### config.mk
export PLATFORM = sky130hd
export DESIGN_NAME = cubic_curve_flattener_unit
export DESIGN_NICKNAME = d
export VERILOG_FILES = /design/src/hw/rtl/ccf_pkg.sv /design/src/hw/rtl/cubic_curve_flattener_unit.sv
export SDC_FILE = /design/constraint.sdc
export NUM_CORES = 2
export LEC_CHECK = 0
export BUFFER_PORTS_ARGS = -buffer_cell sky130_fd_sc_hd__buf_2
export CAP_MARGIN = 5
export CORE_AREA = 2 2 415 417
export CTS_CLUSTER_SIZE = 10
export DETAILED_ROUTE_END_ITERATION = 10
export DIE_AREA = 0 0 417 419
export HOLD_SLACK_MARGIN = 0.15
export PLACE_DENSITY = 0.77
export RECOVER_POWER = 100
export SYNTH_ARGS = -nofsm -noshare
export SYNTH_HDL_FRONTEND = slang
export SYNTH_SLANG_ARGS = --single-unit
### constraint.sdc
create_clock -name clk_i -period 37.7 [get_ports clk_i]
set_input_delay 7.54 -clock clk_i [delete_from_list [all_inputs] [get_ports clk_i]]
set_output_delay 7.54 -clock clk_i [all_outputs]
set_load 0.01 [all_outputs]
### src/hw/rtl/ccf_pkg.sv
// Shared types, constants and coefficient helper for the cubic curve flattener.
package ccf_pkg;

  localparam int CoordW           = 18;  // Q14.4 coordinate
  localparam int CoefW            = 27;  // power-basis coefficient, scaled by 6
  localparam int AccW             = 28;  // acceleration bound magnitude
  localparam int SumW             = 44;  // Horner sum, 16 extra fraction bits
  localparam int HornerW          = 62;  // split product accumulator
  localparam int MulW             = 28;  // shared multiplier operand width
  localparam int TW               = 17;  // parameter t, Q1.16 up to 1.0
  localparam int TOne             = 65536;
  localparam int QuotW            = 27;  // rounding quotient operand
  localparam int Div3Mag          = 44739243;  // (2^27 + 1) / 3
  localparam int Div3Bias         = 50331648;  // 3 * 2^24, keeps operand positive
  localparam int MaxResultsDef    = 64;
  localparam int CoordFracBitsDef = 4;

  typedef enum logic [3:0] {
    S_IDLE,
    S_COEF,
    S_ACCEL,
    S_DECIDE,
    S_DIV,
    S_SQRT,
    S_HLO,
    S_HHI,
    S_RND,
    S_DIV3,
    S_SAT,
    S_EMIT
  } ccf_state_e;

  typedef struct packed {
    logic signed [CoefW-1:0] c3;
    logic signed [CoefW-1:0] c2;
    logic signed [CoefW-1:0] c1;
    logic signed [CoefW-1:0] c0;
  } coef_set_t;

  function automatic logic signed [CoefW-1:0] times6(input logic signed [CoefW-1:0] v);
    times6 = (v <<< 2) + (v <<< 1);
  endfunction

  function automatic logic signed [CoefW-1:0] times3(input logic signed [CoefW-1:0] v);
    times3 = (v <<< 1) + v;
  endfunction

  // Power-basis coefficients, all scaled by 6 so the spline needs no division.
  function automatic coef_set_t make_coefs(input logic spline,
                                           input logic signed [CoordW-1:0] q0,
                                           input logic signed [CoordW-1:0] q1,
                                           input logic signed [CoordW-1:0] q2,
                                           input logic signed [CoordW-1:0] q3);
    coef_set_t c;
    logic signed [CoefW-1:0] a0, a1, a2, a3, cub, quad;
    a0   = CoefW'(q0);
    a1   = CoefW'(q1);
    a2   = CoefW'(q2);
    a3   = CoefW'(q3);
    cub  = a3 - a0 + times3(a1 - a2);
    quad = times3(a0 - (a1 <<< 1) + a2);
    if (spline) begin
      c.c3 = cub;
      c.c2 = quad;
      c.c1 = times3(a2 - a0);
      c.c0 = a0 + (a1 <<< 2) + a2;
    end else begin
      c.c3 = times6(cub);
      c.c2 = times6(quad);
      c.c1 = ((a1 - a0) <<< 4) + ((a1 - a0) <<< 1);
      c.c0 = times6(a0);
    end
    return c;
  endfunction

  function automatic logic [AccW-1:0] accel_of(input coef_set_t c);
    logic [AccW-1:0] m2, m3;
    m2 = AccW'(c.c2[CoefW-1] ? -c.c2 : c.c2);
    m3 = AccW'(c.c3[CoefW-1] ? -c.c3 : c.c3);
    accel_of = (m2 << 1) + (m3 << 2) + (m3 << 1);
  endfunction

endpackage

### src/hw/rtl/cubic_curve_flattener_unit.sv
// Cubic curve flattener: control points in, a stream of Q14.4 curve points out.
//
// Input request (in_valid_i / in_ready_o): curve_mode_i (0 Bezier, 1 uniform
// B-spline segment) and four signed Q14.4 control points. in_ready_o is high
// only while the sequencer idles; one request is worked on at a time.
// Output request (out_valid_o / out_ready_i): one point per request, out_x_o,
// out_y_o, and last_point_o high on the endpoint at t = 1. Between 2 and
// MAX_RESULTS points come out per input request.
// Sequence: setup in S_COEF, S_ACCEL and S_DECIDE; when the acceleration bound
// exceeds 4 the step comes from a bit-serial divider and a 2-bit-per-cycle
// integer square root. For each point one shared 28x28 multiplier runs
// Horner's rule as two partial products per step (3 steps per coordinate)
// plus a reciprocal multiply for the final divide by 6, for x and then y.
// The output register holds a finished point while the next one is computed;
// a stalled receiver holds the sequencer only once that next point is ready.
// After the last point is registered the unit takes a new request at once.
// Reset clears the sequencer and the output valid; no point is pending.
module cubic_curve_flattener_unit #(
  parameter int MAX_RESULTS     = ccf_pkg::MaxResultsDef,
  parameter int COORD_FRAC_BITS = ccf_pkg::CoordFracBitsDef
) (
  input  logic                                clk_i,
  input  logic                                rst_ni,
  input  logic                                in_valid_i,
  output logic                                in_ready_o,
  input  logic                                curve_mode_i,
  input  logic signed [ccf_pkg::CoordW-1:0]   p0_x_i,
  input  logic signed [ccf_pkg::CoordW-1:0]   p0_y_i,
  input  logic signed [ccf_pkg::CoordW-1:0]   p1_x_i,
  input  logic signed [ccf_pkg::CoordW-1:0]   p1_y_i,
  input  logic signed [ccf_pkg::CoordW-1:0]   p2_x_i,
  input  logic signed [ccf_pkg::CoordW-1:0]   p2_y_i,
  input  logic signed [ccf_pkg::CoordW-1:0]   p3_x_i,
  input  logic signed [ccf_pkg::CoordW-1:0]   p3_y_i,
  output logic                                out_valid_o,
  input  logic                                out_ready_i,
  output logic signed [ccf_pkg::CoordW-1:0]   out_x_o,
  output logic signed [ccf_pkg::CoordW-1:0]   out_y_o,
  output logic                                last_point_o
);
  import ccf_pkg::*;

  // Step divider works on 24 * 2^(COORD_FRAC_BITS+32) / M.
  localparam int NW      = COORD_FRAC_BITS + 37;
  localparam int QW      = NW + (NW % 2);
  localparam int DCW     = $clog2(NW);
  localparam int NCW     = $clog2(MAX_RESULTS);
  localparam int MinStep = (TOne + MAX_RESULTS - 2) / (MAX_RESULTS - 1);
  localparam logic [NW-1:0]   DivNum    = {5'd24, {(COORD_FRAC_BITS + 32){1'b0}}};
  localparam logic [AccW-1:0] AccelThr  = AccW'(24 << COORD_FRAC_BITS);
  localparam logic [TW-1:0]   StepFull  = TW'(TOne);
  localparam logic [TW-1:0]   StepMin   = TW'(MinStep);
  localparam logic [NCW-1:0]  LastInner = NCW'(MAX_RESULTS - 2);
  localparam logic signed [QuotW-1:0] QuotOff = QuotW'(1 << 24);
  localparam logic signed [QuotW-1:0] SatLo   = -QuotW'(131072);
  localparam logic signed [QuotW-1:0] SatHi   = QuotW'(131071);

  ccf_state_e state_q, state_d;

  // latched request
  logic                     mode_q, mode_d;
  logic signed [CoordW-1:0] px_q [4];
  logic signed [CoordW-1:0] px_d [4];
  logic signed [CoordW-1:0] py_q [4];
  logic signed [CoordW-1:0] py_d [4];

  coef_set_t cx_q, cx_d, cy_q, cy_d;
  logic [AccW-1:0] m_q, m_d;

  // divider and square root
  logic [AccW:0]   rem_q, rem_d;
  logic [NW-1:0]   num_q, num_d, quot_q, quot_d;
  logic [DCW-1:0]  dcnt_q, dcnt_d;
  logic [QW-1:0]   sv_q, sv_d, sres_q, sres_d, sbit_q, sbit_d;

  // point sequencing
  logic [TW-1:0]   step_q, step_d, t_q, t_d;
  logic [NCW-1:0]  n_q, n_d;
  logic            sel_y_q, sel_y_d;
  logic [1:0]      k_q, k_d;
  logic signed [SumW-1:0]    s_q, s_d;
  logic signed [HornerW-1:0] acc_q, acc_d;
  logic [QuotW-1:0]          u_q, u_d;
  logic [QuotW-2:0]          dq_q, dq_d;
  logic signed [CoordW-1:0]  ox_q, ox_d;
  logic signed [CoordW-1:0]  oy_q, oy_d;

  // output register
  logic                     out_valid_q, out_valid_d;
  logic signed [CoordW-1:0] out_x_q, out_x_d, out_y_q, out_y_d;
  logic                     out_last_q, out_last_d;

  // shared multiplier
  logic signed [MulW-1:0]   mul_a, mul_b;
  logic signed [2*MulW-1:0] mul_p;
  assign mul_p = mul_a * mul_b;

  // control decode
  logic in_fire, out_load, div_last, sqrt_last, more_pts;
  logic [TW:0] t_next;
  coef_set_t   cur;
  logic signed [CoefW-1:0] ck;
  logic signed [21:0]      s_hi;
  logic [AccW:0]           trial;
  logic [QW-1:0]           sqrt_sum, sres_new;
  logic signed [QuotW-1:0] r_val;
  logic signed [CoordW-1:0] r_sat;

  assign t_next   = {1'b0, t_q} + {1'b0, step_q};
  assign more_pts = !t_next[TW] && !t_next[TW-1] && (n_q != LastInner);
  assign cur      = sel_y_q ? cy_q : cx_q;
  assign s_hi     = s_q[SumW-1:22];
  assign trial    = {rem_q[AccW-1:0], num_q[NW-1]};
  assign sqrt_sum = sres_q + sbit_q;
  assign sres_new = (sv_q >= sqrt_sum) ? ((sres_q >> 1) + sbit_q) : (sres_q >> 1);
  assign r_val    = $signed({1'b0, dq_q}) - QuotOff;

  always_comb begin
    case (k_q)
      2'd2:    ck = cur.c2;
      2'd1:    ck = cur.c1;
      2'd0:    ck = cur.c0;
      default: ck = cur.c3;
    endcase
  end

  always_comb begin
    if (r_val < SatLo) begin
      r_sat = CoordW'(SatLo);
    end else if (r_val > SatHi) begin
      r_sat = CoordW'(SatHi);
    end else begin
      r_sat = CoordW'(r_val);
    end
  end

  // control outputs
  always_comb begin
    in_ready_o = (state_q == S_IDLE);
    in_fire    = in_valid_i && in_ready_o;
    out_load   = (state_q == S_EMIT) && (!out_valid_q || out_ready_i);
    div_last   = (state_q == S_DIV) && (dcnt_q == '0);
    sqrt_last  = (state_q == S_SQRT) && sbit_q[0];
    mul_a      = '0;
    mul_b      = '0;
    case (state_q)
      S_HLO: begin
        mul_a = {6'b0, s_q[21:0]};
        mul_b = MulW'(t_q);
      end
      S_HHI: begin
        mul_a = MulW'(s_hi);
        mul_b = MulW'(t_q);
      end
      S_DIV3: begin
        mul_a = {1'b0, u_q};
        mul_b = MulW'(Div3Mag);
      end
      default: ;
    endcase
  end

  // next state
  always_comb begin
    state_d = state_q;
    case (state_q)
      S_IDLE:   if (in_fire) state_d = S_COEF;
      S_COEF:   state_d = S_ACCEL;
      S_ACCEL:  state_d = S_DECIDE;
      S_DECIDE: state_d = (m_q > AccelThr) ? S_DIV : S_HLO;
      S_DIV:    if (div_last) state_d = S_SQRT;
      S_SQRT:   if (sqrt_last) state_d = S_HLO;
      S_HLO:    state_d = S_HHI;
      S_HHI:    state_d = (k_q == 2'd0) ? S_RND : S_HLO;
      S_RND:    state_d = S_DIV3;
      S_DIV3:   state_d = S_SAT;
      S_SAT:    state_d = sel_y_q ? S_EMIT : S_HLO;
      S_EMIT: begin
        if (out_load) state_d = t_q[TW-1] ? S_IDLE : S_HLO;
      end
      default:  state_d = S_IDLE;
    endcase
  end

  // datapath
  always_comb begin
    mode_d      = mode_q;
    px_d        = px_q;
    py_d        = py_q;
    cx_d        = cx_q;
    cy_d        = cy_q;
    m_d         = m_q;
    rem_d       = rem_q;
    num_d       = num_q;
    quot_d      = quot_q;
    dcnt_d      = dcnt_q;
    sv_d        = sv_q;
    sres_d      = sres_q;
    sbit_d      = sbit_q;
    step_d      = step_q;
    t_d         = t_q;
    n_d         = n_q;
    sel_y_d     = sel_y_q;
    k_d         = k_q;
    s_d         = s_q;
    acc_d       = acc_q;
    u_d         = u_q;
    dq_d        = dq_q;
    ox_d        = ox_q;
    oy_d        = oy_q;
    out_valid_d = out_valid_q && !out_ready_i;
    out_x_d     = out_x_q;
    out_y_d     = out_y_q;
    out_last_d  = out_last_q;
    case (state_q)
      S_IDLE: begin
        if (in_fire) begin
          mode_d = curve_mode_i;
          px_d   = '{p0_x_i, p1_x_i, p2_x_i, p3_x_i};
          py_d   = '{p0_y_i, p1_y_i, p2_y_i, p3_y_i};
        end
      end
      S_COEF: begin
        cx_d = make_coefs(mode_q, px_q[0], px_q[1], px_q[2], px_q[3]);
        cy_d = make_coefs(mode_q, py_q[0], py_q[1], py_q[2], py_q[3]);
      end
      S_ACCEL: begin
        m_d = (accel_of(cx_q) > accel_of(cy_q)) ? accel_of(cx_q) : accel_of(cy_q);
      end
      S_DECIDE: begin
        t_d     = '0;
        n_d     = '0;
        sel_y_d = 1'b0;
        k_d     = 2'd2;
        s_d     = SumW'(cx_q.c3) <<< 16;
        step_d  = StepFull;
        rem_d   = '0;
        num_d   = DivNum;
        quot_d  = '0;
        dcnt_d  = DCW'(NW - 1);
      end
      S_DIV: begin
        // restoring division, one quotient bit per cycle
        if (trial >= {1'b0, m_q}) begin
          rem_d  = trial - {1'b0, m_q};
          quot_d = {quot_q[NW-2:0], 1'b1};
        end else begin
          rem_d  = trial;
          quot_d = {quot_q[NW-2:0], 1'b0};
        end
        num_d  = num_q << 1;
        dcnt_d = dcnt_q - 1'b1;
        sv_d   = QW'(quot_d);
        sres_d = '0;
        sbit_d = QW'(1) << (QW - 2);
      end
      S_SQRT: begin
        if (sv_q >= sqrt_sum) sv_d = sv_q - sqrt_sum;
        sres_d = sres_new;
        sbit_d = sbit_q >> 2;
        step_d = (sres_new < QW'(MinStep)) ? StepMin : sres_new[TW-1:0];
      end
      S_HLO: begin
        acc_d = HornerW'(mul_p);
      end
      S_HHI: begin
        acc_d = acc_q + (HornerW'(mul_p) <<< 22);
        s_d   = (SumW'(ck) <<< 16) + SumW'(acc_d >>> 16);
        k_d   = k_q - 1'b1;
      end
      S_RND: begin
        // floor((s + 3*2^16) / 2^17), biased positive for the divide by 3
        u_d = QuotW'(((s_q + SumW'(196608)) >>> 17) + SumW'(Div3Bias));
      end
      S_DIV3: begin
        dq_d = mul_p[52:27];
      end
      S_SAT: begin
        if (!sel_y_q) begin
          ox_d    = r_sat;
          sel_y_d = 1'b1;
          k_d     = 2'd2;
          s_d     = SumW'(cy_q.c3) <<< 16;
        end else begin
          oy_d = r_sat;
        end
      end
      S_EMIT: begin
        if (out_load) begin
          out_valid_d = 1'b1;
          out_x_d     = ox_q;
          out_y_d     = oy_q;
          out_last_d  = t_q[TW-1];
          n_d         = n_q + 1'b1;
          t_d         = more_pts ? t_next[TW-1:0] : StepFull;
          sel_y_d     = 1'b0;
          k_d         = 2'd2;
          s_d         = SumW'(cx_q.c3) <<< 16;
        end
      end
      default: ;
    endcase
  end

  always_ff @(posedge clk_i or negedge rst_ni) begin
    if (!rst_ni) begin
      state_q     <= S_IDLE;
      out_valid_q <= 1'b0;
    end else begin
      state_q     <= state_d;
      out_valid_q <= out_valid_d;
    end
  end

  always_ff @(posedge clk_i) begin
    mode_q     <= mode_d;
    px_q       <= px_d;
    py_q       <= py_d;
    cx_q       <= cx_d;
    cy_q       <= cy_d;
    m_q        <= m_d;
    rem_q      <= rem_d;
    num_q      <= num_d;
    quot_q     <= quot_d;
    dcnt_q     <= dcnt_d;
    sv_q       <= sv_d;
    sres_q     <= sres_d;
    sbit_q     <= sbit_d;
    step_q     <= step_d;
    t_q        <= t_d;
    n_q        <= n_d;
    sel_y_q    <= sel_y_d;
    k_q        <= k_d;
    s_q        <= s_d;
    acc_q      <= acc_d;
    u_q        <= u_d;
    dq_q       <= dq_d;
    ox_q       <= ox_d;
    oy_q       <= oy_d;
    out_x_q    <= out_x_d;
    out_y_q    <= out_y_d;
    out_last_q <= out_last_d;
  end

  assign out_valid_o  = out_valid_q;
  assign out_x_o      = out_x_q;
  assign out_y_o      = out_y_q;
  assign last_point_o = out_last_q;

  a_step_nonzero: assert property (@(posedge clk_i) disable iff (!rst_ni)
    (state_q == S_HLO) |-> (step_q != '0))
    else $error("zero parameter step in point loop");

  a_t_bound: assert property (@(posedge clk_i) disable iff (!rst_ni)
    (state_q == S_EMIT && t_q[TW-1]) |-> (t_q[TW-2:0] == '0))
    else $error("t beyond one");

  a_inner_count: assert property (@(posedge clk_i) disable iff (!rst_ni)
    (state_q == S_EMIT && !t_q[TW-1]) |-> (n_q <= LastInner))
    else $error("too many interior points");

  a_last_idle: assert property (@(posedge clk_i) disable iff (!rst_ni)
    (out_load && t_q[TW-1]) |=> (state_q == S_IDLE && out_valid_q && out_last_q))
    else $error("endpoint did not close the request");

endmodule
; Word-level counts from Yosys, hierarchy flattened
; Index checks and enable logic that the tools add are counted.
[word_totals]
regBits = 910
latch_bits = 0
mem_bits_rw = 0
mem_bits_ro = 0
in_bits = 149
mem_count = 0
[op_classes]
addsub = 53
mul = 1
div_mod_pow = 0
n_lt_le_gt_ge = 7
n_eq_ne = 20
n_shift = 0
muxes = 51
bitwise = 1
n_reduce_logical = 32
[ops]
columns = op, count
row1 = $mux 108, 3
row2 = $pmux 42 s2, 3
row3 = $pmux 44 s4, 1
row4 = $sub 18x18->19, 8
row5 = $add 20x19->21, 6
row6 = $pmux 62 s2, 1
row7 = $add 28x28->28, 4
row8 = $mux 27, 4
row9 = $neg 27->27, 4
row10 = $mux 44, 2
row11 = $mux 42, 2
row12 = $pmux 28 s3, 1
row13 = $pmux 41 s2, 1
row14 = $pmux 27 s3, 1
row15 = $pmux 40 s2, 1
row16 = $pmux 17 s2, 2
row17 = $add 62x62->62, 1
row18 = $mux 28, 2
row19 = $pmux 28 s2, 1
row20 = $mul 28x27->55, 1
row21 = $add 25x24->26, 2
row22 = $pmux 26 s2, 1
row23 = $mux 17, 3
row24 = $add 24x23->25, 2
row25 = other kinds (59), 108

; Depth between registers and ports, before layout
[depth]
word_depth = 7
mapped_depth = 52
depth_no_buf = 49

; Worst setup path before layout
; Ideal clock, no wire load.
[synth_timing]
path_kind = reg-to-reg
from = register state_q[3]
to = register cx_q[100] in the netlist's numbering, enable pin
setup_ps = 973
arrival_ps = 13510
t_required_ps = 36727
path_slack_ps = 23218
path_stages_with_launch = 3
cell_sequence = dfrtp_1 > clkbuf_1 > nor3_1
[synth_via]
elab_chain_cells = 1
[synth_lines]
columns = item, line
row1 = from (decl), cubic_curve_flattener_unit.sv:58  ; ccf_state_e state_q, state_d;
row2 = from (signal assigned), cubic_curve_flattener_unit.sv:310  ; state_q <= state_d;
row3 = $eq 4x1->1, --
row4 = to (signal assigned), cubic_curve_flattener_unit.sv:319  ; cx_q <= cx_d;
row5 = to (decl), cubic_curve_flattener_unit.sv:67  ; coef_set_t cx_q, cx_d, cy_q, cy_d;
; No other way between the ends.
; A chain may end at the register's enable or synchronous reset.

; Worst setup path after layout
[layout_timing]
from = register state_q[0]
to = register s_q[43] (data pin)
[layout_via]
elab_chain_cells = 7
[layout_lines]
columns = item, line
row1 = $eq 4x3->1 (on tied branches), "cubic_curve_flattener_unit.sv:146, cubic_curve_flattener_unit.sv:215"
row2 = $reduce_or 2->1 (no source line), --
row3 = $pmux 26 s2, cubic_curve_flattener_unit.sv:146  ; case (state_q)
row4 = $mul 28x27->55, cubic_curve_flattener_unit.sv:96  ; assign mul_p = mul_a * mul_b;
row5 = $add 62x62->62, cubic_curve_flattener_unit.sv:267  ; acc_d = acc_q + (HornerW'(mul_p) <<< 22);
row6 = $add 43x44->44, cubic_curve_flattener_unit.sv:268  ; s_d = (SumW'(ck) <<< 16) + SumW'(acc_d >>> 16);
row7 = $pmux 44 s4 *, cubic_curve_flattener_unit.sv:215  ; case (state_q)
row8 = named net s_d[43], cubic_curve_flattener_unit.sv:81  ; logic signed [SumW-1:0] s_q, s_d;
row9 = to (signal assigned), cubic_curve_flattener_unit.sv:334  ; s_q <= s_d;
row10 = to (decl), cubic_curve_flattener_unit.sv:81
; The timed path passes the listed nets; every way through them passes the cells marked *.

==> results.sh <==
export IMPL_status="complete, but fails checks"
export IMPL_violations="max-capacitance violations, max-slew violations"
export IMPL_wl_per_cell_um=21.9
export IMPL_dieHeight_um=419
export IMPL_initial_utilization_pct=54.5
export IMPL_final_util_pct=58.3
export IMPL_min_period_over_period_pct=44.6
export IMPL_ys_warn_count=0
export IMPL_clock_sinks=805
export IMPL_portBuffers=187
export IMPL_layout_cells_non_filler=12300
export IMPL_layout_drive_gt1_share_pct=4.78
export IMPL_dp_hpwl_mm=221
export IMPL_finalHoldViolCount=0
export IMPL_syn_inst=9855
export IMPL_drt_initial_drc_count=6590
export IMPL_critPathKind="flip-flop to flip-flop"
export IMPL_firstDrtPassIters=9
export IMPL_cts_inserted_buffers=102
export IMPL_grt_usage_pct=30.8
export IMPL_skew_ns=0.0919
export IMPL_routed_wl_mm=269
export IMPL_setup_violations=0
export IMPL_crit_fanout=78
export IMPL_design_final_nets=11900
export IMPL_max_slew_margin_pct=-169
export IMPL_synth_area_sq_um=93000
export IMPL_cts_tree="built"
export IMPL_ys_seq_elements=805
export IMPL_synth_cell_types=92
export IMPL_cts_repair_resize_count=0
export IMPL_layout_common_cells="inv_1 (1,449), ha_1 (962), fa_1 (858)"
export IMPL_ff_latch_area_sq_um=24100
export IMPL_clock_latency_ns=0.77
export IMPL_arrival_ns=17.31
export IMPL_antenna_found_initial=5
export IMPL_seq_area_frac_synth_pct=26.0
export IMPL_num_rows=152
export IMPL_drv_cap=30
export IMPL_fin_crit_ns=16.83
export IMPL_drc=0
export IMPL_fmaxAchievable_ghz=0.0594
export IMPL_post_cts_setup_buffers=0
export IMPL_crit_path_start_kind="flip-flop"
export IMPL_crit_path_end_kind="flip-flop"
export IMPL_gp_congestion=1.02
export IMPL_cts_max_level=3
export IMPL_synth_area_per_cell_sq_um=9.44
export IMPL_synth_flop_cell="edfxtp_1"
export IMPL_placeableCoreArea_sq_um=171000
export IMPL_via_count=72900
export IMPL_area_growth_pct=6.94
export IMPL_multi_input_area_sq_um=62500
export IMPL_grt_start_max_net_pins=96
export IMPL_synthArstFlopShare_pct=0.621
export IMPL_ioPinCount=188
export IMPL_cts_hold_buf=0
export IMPL_required_ns=38.18
export IMPL_viasPerCell=5.94
export IMPL_worst_pin_slew_ns=4.04
export IMPL_root_buffer="clkbuf_16"
export IMPL_dieWidth_um=417
export IMPL_grt_setup_unrepaired="no"
export IMPL_drtAntennaViolNets=0
export IMPL_drv_slew=1447
export IMPL_grt_pass1_wl_mm=417
export IMPL_layout_commonest_cell="inv_1"
export IMPL_final_area_sq_um=99500
export IMPL_max_stage_delay_ns=2.71
export IMPL_overflow=0
export IMPL_dp_cells=12100
export IMPL_synth_edf_count=800
export IMPL_cp_slowest_cell="clkbuf_1"
export IMPL_nFillCells=14600
export IMPL_grt_pass1_vias=74200
export IMPL_clk_pin_slew_worst_paths_ns=0.06
export IMPL_tns_ns=0
export IMPL_hold_path_class="flip-flop to flip-flop"
export IMPL_die_area_sq_um=175000
export IMPL_clk_path_buf_depth=3
export IMPL_place_area_sq_um=96600
cell type report:
class,instances,area share [%]
tap,2233,2.81
antenna,6,0.0151
multi-input combinational,7348,62.8
timing repair buffer,270,1.38
inverter,1451,5.48
sequential,805,24.3
clock buffer,124,2.68
clock inverter,38,0.536
logic make-up after synthesis:
logic type,after synthesis,share of synthesized area [%]
simple gates,2553,12.7
compound gates,2096,14.4
fa+ha+maj,1822,31.4
buf+inv,1713,6.93
flops,805,26.0
xor+xnor,744,7.00
mux,120,1.61
other cells,2,0.00807
worst paths after layout:
check	startpoint	to	slack (ns)	cells after the start
min in group asynchronous	rst_ni	state_q[0]	6.65	1
max reg2reg	state_q[0]	s_q[43]	20.87	46
min	ox_q[4]	out_x_o[4]	0.41	0
max in group asynchronous	rst_ni	state_q[2]	30.77	1
min reg2reg	ox_q[4]	out_x_o[4]	0.41	0
max	state_q[0]	s_q[43]	20.87	46
critical path: cells and delay by family, from the launching register on:
family | cells | cell delay [ns]
compound gates | 16 | 4.19
xor+xnor | 4 | 0.67
buf+inv | 4 | 2.87
simple gates | 12 | 3.39
flops | 1 | 1.49
fa+ha+maj | 10 | 3.86
synth_stat cells, types with 71 or more instances:
cell type,instances,area (sq um)
nand2_1,769,2890
nor2b_1,105,657
xnor2_1,494,4330
or3_1,74,463
a21oi_1,545,2730
xor2_1,250,2190
o21a_1,108,811
o21bai_1,91,683
a31oi_1,78,488
ha_1,964,12100
edfxtp_1,800,24000
a21boi_0,71,533
and3_1,109,682
clkbuf_1,231,867
nand2b_1,100,626
o21ai_0,518,2590
nand3_1,134,671
a21o_1,208,1560
nor3_1,148,741
nor2_1,824,3090
inv_1,1450,5440
fa_1,858,17200
a211oi_1,76,571
and2_1,86,538
o31ai_1,74,556
flip-flops by register name, indices dropped and copies added, names as in the netlist, 27 cells and up:
| register | flops |
|---|---|
| cx_q | 95 |
| cy_q | 95 |
| px_q | 72 |
| py_q | 72 |
| acc_q | 44 |
| s_q | 44 |
| sres_q | 42 |
| sv_q | 42 |
| quot_q | 40 |
| rem_q | 28 |
| m_q | 27 |
| u_q | 27 |
per-layer routing:
metal,global-route usage [%],routed length (um),vias to the layer above
li1,-,-,33900
met1,38.8,108000,35600
met2,51.8,127000,2779
met3,3.88,17100,627
met4,16.2,16700,4
met5,0,32,-
through the flow:
| stage | setup WS, ns | hold WS [ns] |
|---|---|---|
| after floorplan | 23.22 | 0.400 |
| after global placement | 24.75 | 0.402 |
| after detailed placement | 24.51 | 0.405 |
| after CTS | 24.35 | 0.413 |
| after global routing | 20.15 | 0.419 |
| final | 20.87 | 0.412 |
Power is not shown: default switching activity piles up to over one toggle a cycle in this logic, so the estimate is an artifact.
